[src/rtl/core/ahbv_pkg.sv]
// ---------------------------------------------------------------------------
// ahbv_pkg
// Shared types, constants and constant functions of the aging
// Herschel-Bulkley viscosity pipeline.
// ---------------------------------------------------------------------------
package ahbv_pkg;

  // Fixed-point formats of the exponent path.
  localparam int FRAC_BITS = 24;
  localparam int LOG_CELLS = 24;
  localparam int EXP_CELLS = 24;
  localparam int DIV_CELLS = 32;
  localparam logic [30:0] LOG2E_Q30 = 31'd1549082005;
  localparam logic [63:0] TERM_CAP = 64'h4000_0000_0000_0000;
  localparam logic [63:0] AT_LIMIT = 64'h0000_0100_0000_0000;
  localparam logic signed [35:0] Y_LIM = 36'sd1342177280;  // 80.0 in Q.24
  localparam logic signed [8:0] Y_INT = 9'sd80;

  // Register map of the configuration port.
  typedef enum logic [2:0] {
    REG_CONSISTENCY = 3'd0,
    REG_FLOW_INDEX  = 3'd1,
    REG_YIELD       = 3'd2,
    REG_CAP         = 3'd3,
    REG_AGING       = 3'd4
  } reg_idx_t;

  // Payload of one input transfer.
  typedef struct packed {
    logic [31:0] strain_rate;
    logic [31:0] sim_time;
  } req_t;

  // Payload of one result transfer.
  typedef struct packed {
    logic [31:0] viscosity;
    logic        capped;
  } rsp_t;

  // Sideband that rides along every cell of the pipeline.
  typedef struct packed {
    logic               valid;
    logic [31:0]        rate;
    logic               zero_term;
    logic               ovf;
    logic signed [35:0] y;
  } side_t;

  // Data word of a log2 squaring cell.
  typedef struct packed {
    logic [31:0] x;
    logic [23:0] frac;
  } sqr_t;

  // Data word of an exponent mantissa cell.
  typedef struct packed {
    logic [31:0]       m;
    logic [23:0]       f;
    logic signed [8:0] i;
  } exp_t;

  // Data word of a restoring division cell.
  typedef struct packed {
    logic [31:0] rem;
    logic [31:0] feed;
    logic [31:0] q;
    logic [31:0] den;
  } div_t;

  // Floor square root, one result bit per iteration.
  function automatic logic [63:0] isqrt64(input logic [63:0] v);
    logic [63:0] rv;
    logic [63:0] res;
    logic [63:0] b;
    rv  = v;
    res = '0;
    b   = 64'h4000_0000_0000_0000;
    for (int k = 0; k < 32; k++) begin
      if (rv >= res + b) begin
        rv  = rv - (res + b);
        res = (res >> 1) + b;
      end else begin
        res = res >> 1;
      end
      b = b >> 2;
    end
    return res;
  endfunction

  // Factor 2^(2^-j) in Q2.30, built by repeated floor square roots of 2.0.
  function automatic logic [31:0] root_factor(input int j);
    logic [63:0] c;
    c = 64'h0000_0000_8000_0000;
    for (int k = 0; k < j; k++) begin
      c = isqrt64(c << 30);
    end
    return c[31:0];
  endfunction

endpackage

[src/rtl/core/ahbv_sqr_cell.sv]
// ---------------------------------------------------------------------------
// ahbv_sqr_cell
// One step of the log2 fraction: squares the mantissa and yields one bit.
// ---------------------------------------------------------------------------
module ahbv_sqr_cell (
  input  logic           clk,
  input  logic           rst,
  input  logic           en,
  input  ahbv_pkg::side_t side_in,
  input  ahbv_pkg::sqr_t  data_in,
  output ahbv_pkg::side_t side_out,
  output ahbv_pkg::sqr_t  data_out
);

  logic [63:0] sq;
  logic [32:0] sq_top;
  ahbv_pkg::sqr_t data_next;

  // Square in Q1.31 and renormalize when the value reaches 2.0.
  always_comb begin
    sq     = data_in.x * data_in.x;
    sq_top = sq[63:31];
    data_next.frac = {data_in.frac[22:0], sq_top[32]};
    data_next.x    = sq_top[32] ? sq_top[32:1] : sq_top[31:0];
  end

  always_ff @(posedge clk) begin
    if (rst) begin
      side_out.valid <= 1'b0;
    end else if (en) begin
      side_out <= side_in;
    end
    if (en) begin
      data_out <= data_next;
    end
  end

endmodule

[config.mk]
export PLATFORM = sky130hd
export DESIGN_NAME = ahbv_sqr_cell
export DESIGN_NICKNAME = d
export VERILOG_FILES = /design/src/rtl/core/ahbv_pkg.sv /design/src/rtl/core/ahbv_sqr_cell.sv
export SDC_FILE = /design/constraint.sdc
export NUM_CORES = 2
export LEC_CHECK = 0
export BUFFER_PORTS_ARGS = -buffer_cell sky130_fd_sc_hd__clkbuf_2
export CORE_UTILIZATION = 35
export DETAILED_ROUTE_END_ITERATION = 12
export GPL_TIMING_DRIVEN = 0
export PLACE_DENSITY = 0.63
export SETUP_SLACK_MARGIN = 0.1
export SYNTH_ARGS = -nofsm -noshare
export SYNTH_HDL_FRONTEND = slang
export SYNTH_SLANG_ARGS = --single-unit
[constraint.sdc]
create_clock -name clk -period 12 [get_ports clk]
set_clock_uncertainty 0.2 [all_clocks]
set_input_delay 0 -clock clk [delete_from_list [all_inputs] [get_ports clk]]
set_output_delay 0 -clock clk [all_outputs]
set_load 0.01 [all_outputs]
==> flow_metrics.env <==
export IMPL_regToRegSetupSlack_ps=10620
export IMPL_finalCritPeriodShare_pct=86.3
export IMPL_max_freq_mhz=96.5
export IMPL_ys_seq_area_share_pct=11.5
export IMPL_rsz0062_at_grt="false"
export IMPL_place_inst=4763
export IMPL_cts_setup_buffers=0
export IMPL_whs_endpoint="data_out[3]"
export IMPL_path_clk_slew_ps=60
export IMPL_critPathCaptureType="flop"
export IMPL_die_area_um2=95600
export IMPL_path_class="in -> reg"
export IMPL_fill_cells=9332
export IMPL_max_cap_viol_count=0
export IMPL_setup_violations=0
export IMPL_ios=257
export IMPL_synth_fa_ha_area_share_pct=59.3
export IMPL_post_place_ws_ps=1420
export IMPL_port_buffers=251
export IMPL_crit_path_start="data_in[27]"
export IMPL_coreArea_um2=93300
export IMPL_cts_htree_levels=4
export IMPL_die_y_um=309
export IMPL_synth_compound_area_share_pct=3.97
export IMPL_syn_inst=3256
export IMPL_rr_worst_depth=3
export IMPL_viasPerCell=4.82
export IMPL_hold_path_class="in -> reg"
export IMPL_cp_max_fo=10
export IMPL_nNetsFinal=4844
export IMPL_grt_pass1_vias=25999
export IMPL_ant_nets=0
export IMPL_ys_types=65
export IMPL_final_instance_count_excl_fill=4895
export IMPL_hpwlAfterDp_um=85100
export IMPL_drc_errors=0
export IMPL_netlist_area_um2=33000
export IMPL_synth_xor_area_share_pct=2.15
export IMPL_start_util_pct=35.4
export IMPL_fin_setup_tns_ps=0
export IMPL_slew_headroom_pct=6.49
export IMPL_synth_edf_count=126
export IMPL_async_flop_share_pct=0
export IMPL_synth_top_area_share_pct=48.0
export IMPL_rows=112
export IMPL_r2r_end="side_out[70]"
export IMPL_seqCellArea_um2=3800
export IMPL_hold_path_depth=2
export IMPL_tightest_slew_ps=1400
export IMPL_dr_pass1_iters=5
export IMPL_grt_antenna_before_repair=7
export IMPL_yosysMostFrequentCell="inv_1"
export IMPL_cp_start_kind="input pin"
export IMPL_grt_pass1_wl_um=157000
export IMPL_synth_simple_gate_area_share_pct=9.39
export IMPL_ys_flop_type="edfxtp_1"
export IMPL_status="completed"
export IMPL_multi_input_area_um2=25100
export IMPL_synth_top_area_cell="fa_1"
export IMPL_synth_top_family_by_area="adder cells"
export IMPL_drv_slew=0
export IMPL_drtIter0Drc=1748
export IMPL_gp_congestion=0.974
export IMPL_syn_nets=4477
export IMPL_vias=23591
export IMPL_cts_tree="done"
export IMPL_cts_sinks=127
export IMPL_synth_seq_cells=127
export IMPL_clk_latency_ps=400
export IMPL_die_w_um=309
export IMPL_rr_startpoint="side_out[70]"
export IMPL_synthMuxAreaShare_pct=1.06
export IMPL_wirelength_um=103000
export IMPL_gr_total_overflow=0
export IMPL_post_drt_wl_per_cell_um=21.0
export IMPL_grt_max_degree=59
export IMPL_syn_avg_cell_area_um2=10.1
export IMPL_clk_path_buf_depth=2
export IMPL_grt_total_usage_pct=22.3
export IMPL_synth_area_leaders="fa_1, edfxtp_1, ha_1, inv_1, and2_1"
export IMPL_drive_gt1_share_pct=9.33
export IMPL_cp_required_ps=11940
export IMPL_finalInstanceArea_um2=37400
export IMPL_fin_crit_ps=10360
export IMPL_worst_endpoint_arrival_ps=10300
export IMPL_synth_warning_count=0
export IMPL_hold_viol_final=0
export IMPL_cts_buffers=17
export IMPL_cts_root_buf="clkbuf_16"
export IMPL_worstHoldStart="data_in[2]"
export IMPL_place_area_um2=35900
export IMPL_finalWorstSetupSlack_ps=1640
export IMPL_synthTopCellsByCount="inv_1, fa_1, ha_1"
export IMPL_area_delta_synth_final_pct=13.3
-- state kept, by name (all words and copies together) (netlist names) --
signal    count
side_out     71
data_out     56
-- layout make-up --
class / count / share of cell area, %
antenna: 6 / 0.0401
buffer: 115 / 1.24
clock buffer: 19 / 1.16
clock inverter: 12 / 0.321
inverter: 983 / 9.86
multi-input combinational: 2031 / 67.0
sequential: 127 / 10.2
tap: 1254 / 4.19
timing repair buffer: 348 / 6.03
-- metrics by stage --
| stage | hold slack, ps | utilization (%) |
|---|---|---|
| after floorplan | -128 | - |
| after global placement | -23.3 | 38.4 |
| after detailed placement | -21.3 | 38.5 |
| after CTS | 78.8 | 40.1 |
| after global routing | 94.9 | 40.1 |
| final | 97.4 | 40.1 |
-- kinds of logic (layout without fill, tap and decap cells) --
family,count (synthesis),in the layout
and+or+nand+nor,633,633
muxes,32,32
buffers and inverters,1098,1477
adders and majority gates,1091,1091
xor gates and xnor gates,81,81
DFF,127,127
AOI/OAI and AO/OA,194,194
other,0,6
-- cell usage in the layout (no fill, tap or decap), types with 4 or more instances in the layout --
cell type	count
o21a_1	8
or2_2	6
clkbuf_1	106
a21oi_1	61
dlygate4sd3_1	95
and2_1	228
nand2_1	285
and4_1	4
mux2i_1	9
o21bai_1	13
mux2_2	23
edfxtp_1	126
nand3_1	4
a31oi_1	10
nor2_1	59
o21ai_0	28
clkbuf_16	17
nor3_1	9
clkinv_1	4
clkinvlp_4	4
ha_1	300
diode_2	6
nor2b_1	9
xor2_1	35
fa_1	791
a31o_2	13
a21o_1	25
xnor2_1	46
and3_1	7
inv_1	982
nand4_1	13
clkbuf_2	253
-- how the worst max path moves through the flow --
stage	endpoint	slack, ps	depth (start not counted)
detailed placement	data_out[53]	1420	26
CTS	data_out[53]	1850	26
floorplan	data_out[43]	4220	28
global route	data_out[52]	1510	26
finish	data_out[52]	1640	26
global placement	data_out[53]	1360	26
-- per-layer routing --
layer	GRT usage [%]	vias to the layer above	part of all wire [%]
met2	36.2	993	47
li1	-	10277	-
met3	4.01	248	8.3
met5	0	-	0.012
met1	28.9	12071	39
met4	10.3	2	5.8
-- worst max-delay path: stages --
cell       delay (ps)
clkbuf_2          170
clkbuf_1          800
clkbuf_1          860
nand2_1           250
inv_1             150
fa_1              410
ha_1              330
a31oi_1           340
fa_1              530
fa_1              560
inv_1              50
fa_1              480
fa_1              500
fa_1              470
fa_1              460
ha_1              440
a21oi_1           170
o21ai_0           130
a2111oi_1         550
nand3_1           230
o311ai_0          950
nand2_1           380
a41oi_1           520
o211ai_1          160
xnor2_1           270
mux2i_1           120
-- timing repair --
| item | in CTS | in global routing |
|---|---|---|
| hold buffers | 95 | 0 |
| hold endpoints to repair | 113 | 0 |
| resized for setup | 0 | 0 |
Power is left out: the tool's default activity adds up to more than one toggle a clock period on the data nets, which glitch-free logic cannot reach.
