### src/rtl/core/ahbv_pkg.sv
// ---------------------------------------------------------------------------
// ahbv_pkg
// Shared types, constants and constant functions of the aging
// Herschel-Bulkley viscosity pipeline.
// ---------------------------------------------------------------------------
package ahbv_pkg;

  // Fixed-point formats of the exponent path.
  localparam int FRAC_BITS = 24;
  localparam int LOG_CELLS = 24;
  localparam int EXP_CELLS = 24;
  localparam int DIV_CELLS = 32;
  localparam logic [30:0] LOG2E_Q30 = 31'd1549082005;
  localparam logic [63:0] TERM_CAP = 64'h4000_0000_0000_0000;
  localparam logic [63:0] AT_LIMIT = 64'h0000_0100_0000_0000;
  localparam logic signed [35:0] Y_LIM = 36'sd1342177280;  // 80.0 in Q.24
  localparam logic signed [8:0] Y_INT = 9'sd80;

  // Register map of the configuration port.
  typedef enum logic [2:0] {
    REG_CONSISTENCY = 3'd0,
    REG_FLOW_INDEX  = 3'd1,
    REG_YIELD       = 3'd2,
    REG_CAP         = 3'd3,
    REG_AGING       = 3'd4
  } reg_idx_t;

  // Payload of one input transfer.
  typedef struct packed {
    logic [31:0] strain_rate;
    logic [31:0] sim_time;
  } req_t;

  // Payload of one result transfer.
  typedef struct packed {
    logic [31:0] viscosity;
    logic        capped;
  } rsp_t;

  // Sideband that rides along every cell of the pipeline.
  typedef struct packed {
    logic               valid;
    logic [31:0]        rate;
    logic               zero_term;
    logic               ovf;
    logic signed [35:0] y;
  } side_t;

  // Data word of a log2 squaring cell.
  typedef struct packed {
    logic [31:0] x;
    logic [23:0] frac;
  } sqr_t;

  // Data word of an exponent mantissa cell.
  typedef struct packed {
    logic [31:0]       m;
    logic [23:0]       f;
    logic signed [8:0] i;
  } exp_t;

  // Data word of a restoring division cell.
  typedef struct packed {
    logic [31:0] rem;
    logic [31:0] feed;
    logic [31:0] q;
    logic [31:0] den;
  } div_t;

  // Floor square root, one result bit per iteration.
  function automatic logic [63:0] isqrt64(input logic [63:0] v);
    logic [63:0] rv;
    logic [63:0] res;
    logic [63:0] b;
    rv  = v;
    res = '0;
    b   = 64'h4000_0000_0000_0000;
    for (int k = 0; k < 32; k++) begin
      if (rv >= res + b) begin
        rv  = rv - (res + b);
        res = (res >> 1) + b;
      end else begin
        res = res >> 1;
      end
      b = b >> 2;
    end
    return res;
  endfunction

  // Factor 2^(2^-j) in Q2.30, built by repeated floor square roots of 2.0.
  function automatic logic [31:0] root_factor(input int j);
    logic [63:0] c;
    c = 64'h0000_0000_8000_0000;
    for (int k = 0; k < j; k++) begin
      c = isqrt64(c << 30);
    end
    return c[31:0];
  endfunction

endpackage

### src/rtl/core/ahbv_div_cell.sv
// ---------------------------------------------------------------------------
// ahbv_div_cell
// One restoring division step: brings down one bit and yields one quotient bit.
// ---------------------------------------------------------------------------
module ahbv_div_cell (
  input  logic            clk,
  input  logic            rst,
  input  logic            en,
  input  ahbv_pkg::side_t side_in,
  input  ahbv_pkg::div_t  data_in,
  output ahbv_pkg::side_t side_out,
  output ahbv_pkg::div_t  data_out
);

  logic [32:0] trial;
  logic        take;
  logic [32:0] diff;
  ahbv_pkg::div_t data_next;

  // Compare the shifted remainder with the divisor and subtract on success.
  always_comb begin
    trial = {data_in.rem, data_in.feed[31]};
    diff  = trial - {1'b0, data_in.den};
    take  = trial >= {1'b0, data_in.den};
    data_next.rem  = take ? diff[31:0] : trial[31:0];
    data_next.feed = {data_in.feed[30:0], 1'b0};
    data_next.q    = {data_in.q[30:0], take};
    data_next.den  = data_in.den;
  end

  always_ff @(posedge clk) begin
    if (rst) begin
      side_out.valid <= 1'b0;
    end else if (en) begin
      side_out <= side_in;
    end
    if (en) begin
      data_out <= data_next;
    end
  end

endmodule

### config.mk
export PLATFORM = sky130hd
export DESIGN_NAME = ahbv_div_cell
export DESIGN_NICKNAME = d
export VERILOG_FILES = /design/src/rtl/core/ahbv_pkg.sv /design/src/rtl/core/ahbv_div_cell.sv
export SDC_FILE = /design/constraint.sdc
export NUM_CORES = 1
export LEC_CHECK = 0
export ABC_AREA = 1
export BUFFER_PORTS_ARGS = -buffer_cell sky130_fd_sc_hd__buf_2
export CAP_MARGIN = 20
export CORE_AREA = 4 4 153 155
export CTS_BUF_LIST = sky130_fd_sc_hd__clkbuf_2 sky130_fd_sc_hd__clkbuf_4 sky130_fd_sc_hd__clkbuf_8
export CTS_CLUSTER_DIAMETER = 30
export DETAILED_ROUTE_END_ITERATION = 10
export DIE_AREA = 0 0 157 159
export GPL_TIMING_DRIVEN = 1
export PLACE_DENSITY_LB_ADDON = 0.08
export SYNTH_ARGS = -nofsm -noshare
export SYNTH_HDL_FRONTEND = slang
export SYNTH_SLANG_ARGS = --single-unit
### constraint.sdc
create_clock -name clk -period 6.8 [get_ports clk]
set_input_delay 1.02 -clock clk [delete_from_list [all_inputs] [get_ports clk]]
set_output_delay 1.02 -clock clk [all_outputs]
set_load 0.1 [all_outputs]
==> results.py <==
metrics = {
    "routing": {
        "drc": 0,
        "drtPass1Iterations": 4,
        "drtAntennaViolNets": 0,
        "viasPerCell": 4.52,
        "wl_mm": 26.6,
        "wl_per_cell_um": 17.1,
        "drt_iter0_drc": 375,
        "vias": 7053,
    },
    "power_and_ir_drop": {
        "seqPwrFrac_pct": 42.1,
        "p_sw_share_pct": 44.5,
        "p_per_area_nw_per_um2": 299,
        "p_leak_nw": 5.85,
        "comb_power_share_pct": 34.6,
        "ir_worst_vdd_mv": 0.161,
        "intPower_mw": 1.96,
        "power_switching_mw": 1.57,
        "total_power_mw": 3.53,
        "clkPwrFrac_pct": 23.3,
    },
    "floorplan": {
        "fp.dieArea_um2": 25000,
        "initial_utilization_pct": 41.6,
        "rows": 54,
        "die_w_um": 157,
        "io_pins": 401,
        "die_y_um": 159,
        "coreArea_um2": 21800,
    },
    "timing": {
        "finalCritPeriodShare_pct": 40.3,
        "min_period_ns": 2.74,
        "worstMarginPinSlew_ns": 0.892,
        "clock_skew_ns": 0,
        "setup_tns_ns": 0,
        "rsz0062_at_grt": "no",
        "max_slew_margin_pct": 40.5,
        "maxSlewViolCount": 0,
        "finalSetupViolations": 0,
        "hold_violations": 0,
        "fmax_mhz": 365,
    },
    "worst_setup_path": {
        "crit_path_end_kind": "flip-flop",
        "r2r_slack_ns": 6.23,
        "timing.rr.end": "side_out[70]$_SDFFE_PP0P_",
        "required_ns": 7.03,
        "crit_arrival_ns": 2.97,
        "critPathKind": "in -> reg",
        "startpoint_type": "input pin",
        "r2r-start": "side_out[70]$_SDFFE_PP0P_",
        "path_max_fanout": 36,
        "ff2ff_path_depth": 2,
    },
    "grt": {
        "grt_pass1_vias": 6723,
        "grt_pass1_wl_mm": 39.0,
        "antenna_found_initial": 3,
        "track_usage_pct": 20.7,
        "overflow": 0,
        "grt_max_degree": 71,
    },
    "place": {
        "gp_congestion": 0.905,
        "io_buffers": 398,
        "dp_hpwl_mm": 21.4,
    },
    "layout": {
        "layout_common_cells": "buf_2, nand2_1, edfxtp_1",
        "nNetsFinal": 1501,
        "area_growth_pct": 30.2,
        "fill_cells": 2070,
        "final_common_cell": "buf_2",
        "drive_above_1_share_pct": 36.0,
    },
    "synthesis": {
        "syn_inst": 855,
        "synth_top_area_share_pct": 65.2,
        "syn_area_per_cell_um2": 10.6,
        "synth-seq-cells": 198,
        "syn_nets": 1090,
        "synth_area_um2": 9080,
        "synthTopCellsByArea": "edfxtp_1, nand2_1, inv_1, ha_1, nand3_1",
        "yosysSeqAreaShare_pct": 65.4,
        "synthArstFlopShare_pct": 0,
        "synth_cell_types": 30,
        "ys.flop_type": "edfxtp_1",
        "synth.largest_area_cell": "edfxtp_1",
        "synth_edf_count": 197,
        "ys_warn_count": 0,
    },
    "clock_network": {
        "cts_hold_buffers": 0,
        "worst_skew_pair.late_latency_ns": 0.46,
        "cts_sinks": 198,
        "cts_made_buffers": 17,
        "cts_setup_buffers": 0,
        "clk_pin_slew_ns": 0.12,
        "cts_resized": 0,
        "clock_path_buffers": 2,
        "cts-root-buf": "clkbuf_8",
        "tritoncts": "built",
        "cts_max_level": 4,
    },
    "worst_hold_path": {
        "min_to": "side_out[70]$_SDFFE_PP0P_",
        "hold_start": "side_out[70]$_SDFFE_PP0P_",
        "holdPathStages": 2,
        "min_path_type": "reg -> reg",
    },
    "outcome": {
        "outcome": "finished, final reports clean",
    },
    "run": {
        "drv_cap": 0,
    },
}
cell usage after synthesis (2+ instances only):
cell type / n
o21ai_0: 2
nor2_2: 6
xor2_1: 13
and2_1: 8
edfxtp_1: 197
nor3_1: 6
nor2_1: 35
ha_1: 32
a21oi_1: 22
nor3_2: 2
o21bai_1: 2
nand3b_1: 10
buf_6: 6
nand2_2: 11
nand3_1: 37
nand4_1: 2
nand2_1: 299
nand2_4: 3
inv_1: 151
per-stage QoR:
step	area (µm²)	hold slack, ns	utilization (%)	instances	setup slack (ns)
4_1_cts	11800	0.478	54.1	1559	4.05
6_report	11800	0.468	54.1	1561	4.06
5_1_grt	11800	0.507	54.1	1560	3.89
3_3_place_gp	11400	0.448	52.1	1527	3.54
3_5_place_dp	11400	0.461	52.1	1527	3.55
2_1_floorplan	9080	0.893	-	855	2.29
logic make-up (layout without fill, tap and decap cells):
group                    count (synthesis)  after routing  share of synthesized area [%]
adder cells (fa/ha/maj)                 33             33                           4.63
XOR/XNOR                                14             14                           1.35
buffers and inverters                  161            585                           7.24
other                                    1              3                         0.0413
flip-flops                             198            198                           65.4
AO/OA/AOI/OAI                           26             26                           1.49
AND/OR/NAND/NOR                        422            422                           19.9
worst max path at each step:
stage | start | slack, ns | depth (start not counted) | endpoint
final | data_in[23] | 4.06 | 14 | data_out[123]$_DFFE_PP_
after global routing | data_in[15] | 3.89 | 14 | data_out[121]$_DFFE_PP_
after CTS | data_in[23] | 4.05 | 14 | data_out[99]$_DFFE_PP_
after detailed placement | data_in[23] | 3.55 | 14 | data_out[101]$_DFFE_PP_
after global placement | data_in[23] | 3.54 | 14 | data_out[123]$_DFFE_PP_
after floorplan | en | 2.29 | 2 | side_out[0]$_DFFE_PP_
critical path, stage by stage:
cell	delay (ns)
buf_2	0.09
inv_1	0.04
ha_1	0.37
nand2_1	0.13
nor2_1	0.18
nand2_1	0.13
nor2_2	0.16
nand2_1	0.07
nand3_1	0.07
nor2_2	0.06
nand2_8	0.23
inv_4	0.20
nand2_1	0.11
nand2_1	0.06
layout make-up:
class,count,area (µm²),area share (%)
sequential,198,5940,50.2
inverter,153,577,4.88
timing repair buffer,400,2010,17.0
tap,280,350,2.96
multi-input combinational,496,2490,21.1
clock inverter,15,209,1.77
antenna,2,5.00,0.0424
clock buffer,17,234,1.98
layer usage:
| layer | GRT usage, % | part of all wire [%] | wire length (µm) |
|---|---|---|---|
| met4 | 5.40 | 1.9 | 507 |
| met5 | 0 | 0.049 | 13 |
| met2 | 36.8 | 52 | 13800 |
| met3 | 6.41 | 8.3 | 2220 |
| met1 | 24.0 | 38 | 10100 |
power groups by stage:
stage / sequential (mW) / clock (mW) / combinational [mW]
after floorplan: 2.28 / 0 / 0.224
after global placement: 1.51 / 0 / 1.22
after detailed placement: 1.52 / 0 / 1.23
after CTS: 1.49 / 0.853 / 1.23
after global routing: 1.50 / 0.906 / 1.28
final: 1.49 / 0.822 / 1.22
sequential cells by signal, summed over array words and instances, names as in the netlist:
name	flops
data_out	127
side_out	71
(Power assumes the default switching activity.)
